===== config.mk =====
export PLATFORM = sky130hd
export DESIGN_NAME = pidaw_ctrl
export DESIGN_NICKNAME = d
export VERILOG_FILES = /design/src/sv/pidaw_pkg.sv /design/src/sv/pidaw_ctrl.sv
export SDC_FILE = /design/constraint.sdc
export NUM_CORES = 1
export LEC_CHECK = 0
export BUFFER_PORTS_ARGS = -buffer_cell sky130_fd_sc_hd__buf_2
export CAP_MARGIN = 20
export CORE_MARGIN = 2
export CORE_UTILIZATION = 54
export CTS_BUF_LIST = sky130_fd_sc_hd__clkbuf_4 sky130_fd_sc_hd__clkbuf_8
export DETAILED_ROUTE_END_ITERATION = 7
export HOLD_SLACK_MARGIN = 0.08
export PLACE_DENSITY = 0.81
export SLEW_MARGIN = 30
export SYNTH_ARGS = -nofsm -noshare
export SYNTH_HDL_FRONTEND = slang
export SYNTH_SLANG_ARGS = --single-unit

===== constraint.sdc =====
create_clock -name clk -period 2.1 [get_ports clk]
set_clock_uncertainty 0.05 [all_clocks]
set_input_delay 0.21 -clock clk [delete_from_list [all_inputs] [get_ports clk]]
set_output_delay 0.21 -clock clk [all_outputs]
set_load 0.02 [all_outputs]

===== src/sv/pidaw_pkg.sv =====
// ============================================================================
// pidaw_pkg
// Shared types and constants of the PID controller with anti-windup clamp.
// ============================================================================
`default_nettype none

package pidaw_pkg;

    // Fixed widths of the register file and of the state.
    localparam int GAIN_W     = 32;
    localparam int CLAMP_W    = 31;
    localparam int TS_W       = 16;
    localparam int ACC_W      = 48;
    localparam int CFG_ADDR_W = 3;
    localparam int CFG_DATA_W = 32;

    // Saturation limits: each product term, and the integral accumulator.
    localparam logic [63:0] TERM_LIM = 64'h2000_0000_0000_0000;
    localparam logic [63:0] ACC_MAX  = 64'h0000_7FFF_FFFF_FFFF;

    // Register indexes on the configuration port.
    typedef enum logic [CFG_ADDR_W-1:0] {
        REG_PROP_GAIN     = 3'd0,
        REG_INTEG_GAIN    = 3'd1,
        REG_DERIV_GAIN    = 3'd2,
        REG_INTEG_CLAMP   = 3'd3,
        REG_OUT_LOW       = 3'd4,
        REG_OUT_HIGH      = 3'd5,
        REG_DERIV_ON_MEAS = 3'd6
    } cfg_reg_t;

    // Product term that the shared multiplier works on.
    typedef enum logic [1:0] {
        TERM_P = 2'd0,
        TERM_I = 2'd1,
        TERM_D = 2'd2
    } term_t;

    // Commands from the controller to the datapath.
    typedef struct packed {
        logic  load;
        logic  clear_hist;
        logic  calc_inc;
        logic  acc_upd;
        logic  acc_lim;
        logic  div_step;
        logic  mul_lo;
        logic  mul_hi;
        logic  mul_add;
        logic  mul_acc;
        logic  finish;
        term_t term;
    } cmd_t;

    // Status from the datapath to the controller.
    typedef struct packed {
        logic clr_item;
        logic special;
        logic div_done;
        logic out_free;
    } stat_t;

endpackage

`default_nettype wire


===== src/sv/pidaw_ctrl.sv =====
// ============================================================================
// pidaw_ctrl
// Sequencer of one control step: error, integral, divide, three products.
// ============================================================================
`default_nettype none

module pidaw_ctrl
    import pidaw_pkg::*;
(
    input  wire   clk,
    input  wire   rst_n,
    input  wire   in_valid,
    output logic  in_ready,
    input  stat_t stat,
    output cmd_t  cmd
);

    typedef enum logic [10:0] {
        S_IDLE = 11'b000_0000_0001,
        S_DEC  = 11'b000_0000_0010,
        S_INC  = 11'b000_0000_0100,
        S_ACC  = 11'b000_0000_1000,
        S_LIM  = 11'b000_0001_0000,
        S_DIV  = 11'b000_0010_0000,
        S_MLO  = 11'b000_0100_0000,
        S_MHI  = 11'b000_1000_0000,
        S_MADD = 11'b001_0000_0000,
        S_MACC = 11'b010_0000_0000,
        S_FIN  = 11'b100_0000_0000
    } state_t;

    state_t state_reg, state_next;
    term_t  term_reg, term_next;

    // State and term registers.
    always_ff @(posedge clk or negedge rst_n)
    begin
        if (!rst_n)
        begin
            state_reg <= S_IDLE;
            term_reg  <= TERM_P;
        end
        else
        begin
            state_reg <= state_next;
            term_reg  <= term_next;
        end
    end

    assign in_ready = (state_reg == S_IDLE);

    // Next state and commands.
    always_comb
    begin
        state_next = state_reg;
        term_next  = term_reg;
        cmd        = '0;
        cmd.term   = term_reg;
        unique case (state_reg)
            S_IDLE:
            begin
                if (in_valid)
                begin
                    cmd.load   = 1'b1;
                    state_next = S_DEC;
                end
            end
            S_DEC:
            begin
                cmd.clear_hist = stat.clr_item;
                state_next     = stat.special ? S_FIN : S_INC;
            end
            S_INC:
            begin
                cmd.calc_inc = 1'b1;
                state_next   = S_ACC;
            end
            S_ACC:
            begin
                cmd.acc_upd = 1'b1;
                state_next  = S_LIM;
            end
            S_LIM:
            begin
                cmd.acc_lim = 1'b1;
                state_next  = S_DIV;
            end
            S_DIV:
            begin
                cmd.div_step = 1'b1;
                if (stat.div_done)
                begin
                    term_next  = TERM_P;
                    state_next = S_MLO;
                end
            end
            S_MLO:
            begin
                cmd.mul_lo = 1'b1;
                state_next = S_MHI;
            end
            S_MHI:
            begin
                cmd.mul_hi = 1'b1;
                state_next = S_MADD;
            end
            S_MADD:
            begin
                cmd.mul_add = 1'b1;
                state_next  = S_MACC;
            end
            S_MACC:
            begin
                cmd.mul_acc = 1'b1;
                if (term_reg == TERM_D)
                begin
                    state_next = S_FIN;
                end
                else
                begin
                    term_next  = term_t'(term_reg + 2'd1);
                    state_next = S_MLO;
                end
            end
            S_FIN:
            begin
                if (stat.out_free)
                begin
                    cmd.finish = 1'b1;
                    state_next = S_IDLE;
                end
            end
            default:
            begin
                state_next = S_IDLE;
            end
        endcase
    end

endmodule

`default_nettype wire


== After elaboration in Yosys (flattened, before gate mapping) ==
Cells that the tools add are included.

* Word-level logic and storage cells: 44
* Output and inout port bits: 14
* Bits of input ports: 7
* Register bits after elaboration: 13

* Add/sub/neg operators: 1
* Equality and inequality tests: 16
* Multiplexer cells: 22
* Reductions and logical operators: 3

{| class="wikitable"
|+ Operators with widths
! kind !! count
|-
| $pmux W11 S11 || 1
|-
| $mux W11 || 5
|-
| $mux W1 || 13
|-
| $eq A11 B1 Y1 const B || 1
|-
| $eq A11 B10 Y1 const B || 1
|-
| $eq A11 B11 Y1 const B || 1
|-
| $eq A11 B2 Y1 const B || 1
|-
| $eq A11 B3 Y1 const B || 1
|-
| $eq A11 B4 Y1 const B || 1
|-
| $eq A11 B5 Y1 const B || 1
|-
| $eq A11 B6 Y1 const B || 1
|-
| $eq A11 B7 Y1 const B || 1
|-
| $eq A11 B8 Y1 const B || 1
|-
| $eq A11 B9 Y1 const B || 1
|-
| $ne A2 B2 Y1 const B || 4
|-
| $reduce_and A3 Y1 || 2
|-
| $mux W2 || 2
|-
| $pmux W2 S2 || 1
|-
| $add A2 B1 Y2 const B || 1
|-
| $eq A2 B2 Y1 const B || 1
|-
| $reduce_bool A2 Y1 || 1
|}

== Depth between registers and ports, before layout ==
Gate-level depths: netlist of run 1.

* Depth in word-level cells: 3
* Depth in mapped cells: 7
* Mapped depth without buffers: 6

== Worst setup path before layout of run 1 ==
Ideal clock, no wire load.

* Kind: reg2reg
* Start point: register state_reg[3]
* End point: register term_reg[0]
* Period minus slack after synthesis: 2.401 ns
* Path buffers: 2
* Stages on the path, launching flop included: 8
* Data arrival time: 2.217 ns
* Setup time: 0.134 ns
* Required time: 1.916 ns
* Slack: -0.301 ns
* Cells stage by stage: dfrtp_1 -> buf_6 -> or4_4 -> buf_6 -> nor4_1 -> a22oi_1 -> nand2_1 -> o21ai_0

* Longest elaborated chain between the ends: 3
* Elaborated cells on any way between the ends: 7
* Those cells by class: eq/ne: 4; mux: 1; reduce/logical: 2

{| class="wikitable"
|+ RTL lines
! what !! line !! RTL
|-
| start, declared || pidaw_ctrl.sv:32 || <nowiki>state_t state_reg, state_next;</nowiki>
|-
| start signal, assigned || pidaw_ctrl.sv:45 || <nowiki>state_reg <= state_next;</nowiki>
|-
| $eq A11 B10 Y1 or $eq A11 B6 Y1 (tied branches) || pidaw_ctrl.sv:59 || <nowiki>unique case (state_reg)</nowiki>
|-
| $ne A2 B2 Y1 (no source line) or $reduce_bool A2 Y1 (tied branches) || - ||
|-
| $reduce_and A3 Y1 (no source line) || - ||
|-
| end signal, assigned || pidaw_ctrl.sv:46 || <nowiki>term_reg <= term_next;</nowiki>
|-
| end, declared || pidaw_ctrl.sv:33 || <nowiki>term_t term_reg, term_next;</nowiki>
|}

Several ways; a longest one is shown, not always the timed one.
A chain may end at the register's enable or synchronous reset.

==> reports/qor.yml, run 1 <==
run_status:
  status: "finished with violations"
  violations: "setup timing"
floorplanning:
  start_util_pct: 56.89
  die_y_um: 43.37
  ios: 21
  num_rows: 14
  die-area_um2: 1881
  die_x_um: 43.37
  coreArea_um2: 1471
clock_network:
  clock-sinks: 13
  clockBufferDepth: 2
  cts-buffers-inserted: 3
  htreeDepth: 1
  clk_latency_ns: 0.29
  path_clk_slew_ns: 0.08
  cts_tree: "yes"
  cts-root-buf: "clkbuf_4"
timing:
  relSlewSlack_pct: 68.79
  min_period_ns: 2.200
  whs_ns: 0.1261
  rsz0062_at_grt: "yes"
  worst_slew_pin_slew_ns: 0.4646
  setup-violations-final: 6
  finalSetupTns_ns: -0.2449
  hold_viol: 0
  timing.final.ws_setup_ns: -0.1000
  period_share_pct: 104.8
  timing.fmax_mhz: 454.5
  slew_viol_final: 0
global_routing:
  grt_max_degree: 14
  gr-total-overflow: 0
  grt_pass1_wl_um: 3608
  grt_usage_pct: 25.76
  grt_pass1_vias: 820
  antenna_found_initial: 0
power:
  p_per_area_nw_per_um2: 940.2
  peakVddDrop_v: 0.0007242
  leakagePower_nw: 0.5670
yosys:
  synth-async-reset-ratio_pct: 100.0
  synth_cell_types: 36
  yosys_register_bits: 13
  synth-edff-count: 0
  synth_top_cell_by_area: "dfrtp_1"
  postSynthAreaPerCell_um2: 9.405
  synth_mux_area_share_pct: 0
  synth_cells: 89
  ys_warn_count: 0
  synth_compound_area_share_pct: 10.61
  synthXorXnorAreaFrac_pct: 2.093
  yosysTopAreaCellShare_pct: 35.87
  synth_top_family_by_area: "simple AND/OR/NAND/NOR gates"
  synthTopCellsByArea: "dfrtp_1 (36%), nor3b_1 (5.4%), nor4_1 (5.2%)"
  yosys.area_share.adder_pct: 1.495
  ys.flop_type: "dfrtp_1"
  syn_nets: 97
  synthSimpleGateAreaFrac_pct: 39.91
  syn_area_um2: 837.1
  yosysSeqAreaShare_pct: 39.01
route:
  ant_nets: 0
  drt-initial-drc-count: 11
  drc: 0
  vias_per_cell: 5.859
  wl_um: 2109
  post_drt_wl_per_cell_um: 14.85
  firstDrtPassIters: 4
  vias: 832
placement:
  port_buffers: 20
  pre_cts_slack_ns: 0.09766
  dpl.hpwl_um: 1355
  place_area_um2: 993.5
  gp_congestion: 0.8373
worst_setup_path:
  critPathLaunchType: "register"
  endpoint_kind: "primary output"
  cp_max_fo: 5
  crit_type: "reg -> out"
  arrival_ns: 1.94
  crit_required_ns: 1.84
run:
  max-cap-violations: 0
cells_and_area:
  layout_commonest_cell: "buf_4"
  largest_reg_flops: 11
  layout_common_cells: "buf_4 (20), buf_2 (14), dfrtp_1 (12)"
  num_antenna_cells: 0
  syn_to_final_growth_pct: 44.69
  fillers: 89
  drive_above_1_share_pct: 50.00
  multi_input_area_um2: 556.8
  seq_area_um2: 326.6
  final_area_um2: 1211
  fin_nets: 135
hold_path:
  hp-class: "in -> reg"
-- layer usage --
metal / global-route usage, % / vias up / wire [um]
li1: - / 402 / -
met1: 31.35 / 394 / 865
met2: 43.88 / 29 / 1098
met3: 2.917 / 7 / 91
met4: 15.15 / 0 / 53
met5: 0 / - / 0
-- cell type report --
class / count / area share (%)
multi-input combinational: 67 / 45.97
clock buffer: 4 / 2.479
timing repair buffer: 38 / 21.69
inverter: 4 / 1.240
sequential: 13 / 26.96
tap: 16 / 1.653
-- metrics by stage --
step / power, W / util [%] / instances
after detailed placement: 0.0007913 / 67.52 / 129
after floorplan: 0.0006905 / - / 89
after global routing: 0.001214 / 82.31 / 142
after global placement: 0.0007794 / 67.52 / 129
after CTS: 0.001103 / 77.98 / 140
final: 0.001139 / 82.31 / 142
-- cell usage after synthesis (2+ instances only) --
| library cell | count |
|---|---|
| nor3b_1 | 6 |
| buf_6 | 3 |
| and2_1 | 3 |
| dfrtp_1 | 12 |
| or2_2 | 3 |
| nor4b_1 | 2 |
| nand2_1 | 5 |
| nand2b_1 | 5 |
| nor4_1 | 7 |
| nor3_1 | 5 |
| or4_4 | 2 |
| nor2_1 | 5 |
| o21ai_0 | 4 |
| a21oi_1 | 2 |
| inv_1 | 4 |
-- power breakdown --
group	internal [W]	switching [W]
logic	0.000310	0.000332
registers	0.000292	0.0000295
clock network	0.0000869	0.0000882
total	0.000689	0.000450
-- kinds of logic after synthesis --
| family | Yosys count |
|---|---|
| flops | 13 |
| fa+ha+maj | 1 |
| compound gates | 13 |
| simple gates | 51 |
| xor+xnor | 2 |
| buf+inv | 9 |
-- repair_timing --
item / in CTS / in global routing
setup buffers: 5 / 2
pin swaps: 6 / 4
hold buffers: 2 / 0
gates resized for setup: 16 / 10
endpoints found under the hold margin: 14 / 0
setup endpoints to repair: 11 / 12
-- worst paths after layout --
| kind | from | to | slack, ns | depth (start not counted) |
|---|---|---|---|---|
| min in group asynchronous | rst_n | state_reg[2]$_DFFE_PN0P_ | 0.29 | 2 |
| setup reg to reg | state_reg[4]$_DFFE_PN0P_ | term_reg[1]$_DFFE_PN0P_ | 0.11 | 7 |
| hold reg to reg | term_reg[0]$_DFFE_PN0P_ | term_reg[0]$_DFFE_PN0P_ | 0.46 | 1 |
| hold / removal | in_valid | state_reg[1]$_DFFE_PN0P_ | 0.13 | 2 |
| setup / recovery | state_reg[3]$_DFFE_PN0P_ | cmd[4] | -0.10 | 4 |
| max in group asynchronous | rst_n | state_reg[0]$_DFFE_PN1P_ | 1.43 | 2 |
-- worst max-delay path: stages (launching register included) --
cell	delay [ns]
dfrtp_1	0.40
or4_4	0.58
or3_4	0.36
nor3b_2	0.16
buf_4	0.16
Power figures use the tool's default switching activity.
==> run 2, diff against run 1 <==
--- a/config.mk
+++ b/config.mk
@@ -7,12 +7,12 @@
 export LEC_CHECK = 0
 export BUFFER_PORTS_ARGS = -buffer_cell sky130_fd_sc_hd__buf_2
 export CAP_MARGIN = 20
+export CORE_ASPECT_RATIO = 0.75
 export CORE_MARGIN = 2
-export CORE_UTILIZATION = 54
-export CTS_BUF_LIST = sky130_fd_sc_hd__clkbuf_4 sky130_fd_sc_hd__clkbuf_8
+export CORE_UTILIZATION = 35
+export CTS_BUF_LIST = sky130_fd_sc_hd__clkbuf_8
 export DETAILED_ROUTE_END_ITERATION = 7
 export HOLD_SLACK_MARGIN = 0.08
-export PLACE_DENSITY = 0.81
 export SLEW_MARGIN = 30
 export SYNTH_ARGS = -nofsm -noshare
 export SYNTH_HDL_FRONTEND = slang
==> reports/qor.yml, run 2 (synthesis results as in run 1) <==
global_routing:
  grt_pass1_wl_um: 3498
  grt_usage_pct: 17.72
  antenna_found_initial: 0
  gr-total-overflow: 0
  grt_pass1_vias: 755
  grt_max_degree: 14
timing:
  slew_viol_final: 0
  timing.fmax_mhz: 468.3
  setup-violations-final: 1
  timing.final.ws_setup_ns: -0.03531
  relSlewSlack_pct: 71.31
  whs_ns: 0.1950
  period_share_pct: 101.7
  hold_viol: 0
  worst_slew_pin_slew_ns: 0.4271
  rsz0062_at_grt: "yes"
  min_period_ns: 2.135
power:
  peakVddDrop_v: 0.0004336
  p_per_area_nw_per_um2: 975.2
  leakagePower_nw: 0.5671
  power_w: 0.001230
placement:
  gp_congestion: 0.8765
  pre_cts_slack_ns: 0.09203
  port_buffers: 20
  dpl.hpwl_um: 1569
worst_setup_path:
  critPathLaunchType: "register"
  crit_type: "reg -> out"
  crit_family: "simple AND/OR/NAND/NOR gates"
  cpPeakStageDelay_ns: 0.55
  crit_required_ns: 1.84
  crit_chain: "or4_4 -> or3_4 -> nor3b_2 -> buf_4"
  cp_slowest_cell: "or4_4"
  arrival_ns: 1.88
  cp_max_fo: 2
  endpoint_kind: "primary output"
  worstPathBufferInverterCount: 1
cells_and_area:
  drive_above_1_share_pct: 48.80
  syn_to_final_growth_pct: 50.67
  layout_commonest_cell: "buf_4"
  layout_common_cells: "buf_4 (19), buf_2 (14), dfrtp_1 (12)"
  largest_reg_flops: 11
  num_antenna_cells: 0
  fillers: 211
  fin_nets: 134
clock_network:
  cts_tree: "yes"
  clock-sinks: 13
  clk_latency_ns: 0.25
  path_clk_slew_ns: 0.06
  cts-root-buf: "clkbuf_8"
  cts-buffers-inserted: 3
  clockBufferDepth: 2
  htreeDepth: 1
floorplanning:
  die_x_um: 60.47
  die-area_um2: 2803
  start_util_pct: 36.56
  ios: 21
  die_y_um: 46.35
  coreArea_um2: 2290
  num_rows: 15
route:
  firstDrtPassIters: 4
  ant_nets: 0
  drt-initial-drc-count: 13
  post_drt_wl_per_cell_um: 14.76
  drc: 0
  vias: 833
  vias_per_cell: 5.239
  wl_um: 2347
run_status:
  status: "finished with violations"
  violations: "setup timing"
run:
  max-cap-violations: 0
hold_path:
  hp-class: "in -> reg"
run 2: worst paths after layout:
| path | start | to | slack (ns) | depth (start not counted) |
|---|---|---|---|---|
| setup reg to reg | state_reg[0]$_DFFE_PN1P_ | state_reg[0]$_DFFE_PN1P_ | 0.04 | 5 |
| min in group asynchronous | rst_n | state_reg[2]$_DFFE_PN0P_ | 0.33 | 2 |
| max in group asynchronous | rst_n | state_reg[0]$_DFFE_PN1P_ | 1.39 | 2 |
| hold / removal | in_valid | state_reg[1]$_DFFE_PN0P_ | 0.19 | 2 |
| setup / recovery | state_reg[5]$_DFFE_PN0P_ | cmd[4] | -0.04 | 4 |
| hold reg to reg | term_reg[0]$_DFFE_PN0P_ | term_reg[0]$_DFFE_PN0P_ | 0.47 | 1 |
run 2: per-stage QoR:
step / cells / utilization (%) / instance area (um^2) / setup TNS [ns]
floorplan: 89 / - / 848.3 / -0.4946
global placement: 147 / 44.37 / 1016 / 0
detailed placement: 147 / 44.37 / 1016 / 0
CTS: 157 / 50.11 / 1147 / -0.1974
global route: 159 / 55.08 / 1261 / -0.3266
finish: 159 / 55.08 / 1261 / -0.03531
run 2: area by class of cell:
type	count	area (um^2)	area share (%)
Multi-Input combinational cell	67	575.6	45.63
Sequential cell	13	326.6	25.89
Timing Repair Buffer	37	255.2	20.24
Tap cell	34	42.54	3.373
Clock buffer	3	41.29	3.274
Inverter	4	15.01	1.190
Clock inverter	1	5.005	0.3968
run 2: timing repair:
item,4_1_cts,5_1_grt
hold endpoints to repair,14,0
buffers inserted,4,2
gates resized for setup,10,18
pin swaps,5,8
setup endpoints to repair,10,13
hold buffers,2,0
run 2: power by group:
part           internal (W)  switching [W]  leakage, nW
Combinational      0.000315       0.000367        0.373
Sequential         0.000293      0.0000304        0.168
Clock              0.000131      0.0000933       0.0255
Total              0.000739       0.000491        0.567
run 2: metal layers:
metal  global-route usage (%)  up-vias  wire (um)
li1                         -      396          -
met1                    24.44      390       1071
met2                    24.78       39       1080
met3                    6.461        8        146
met4                    7.826        0         49
met5                        0        -          0
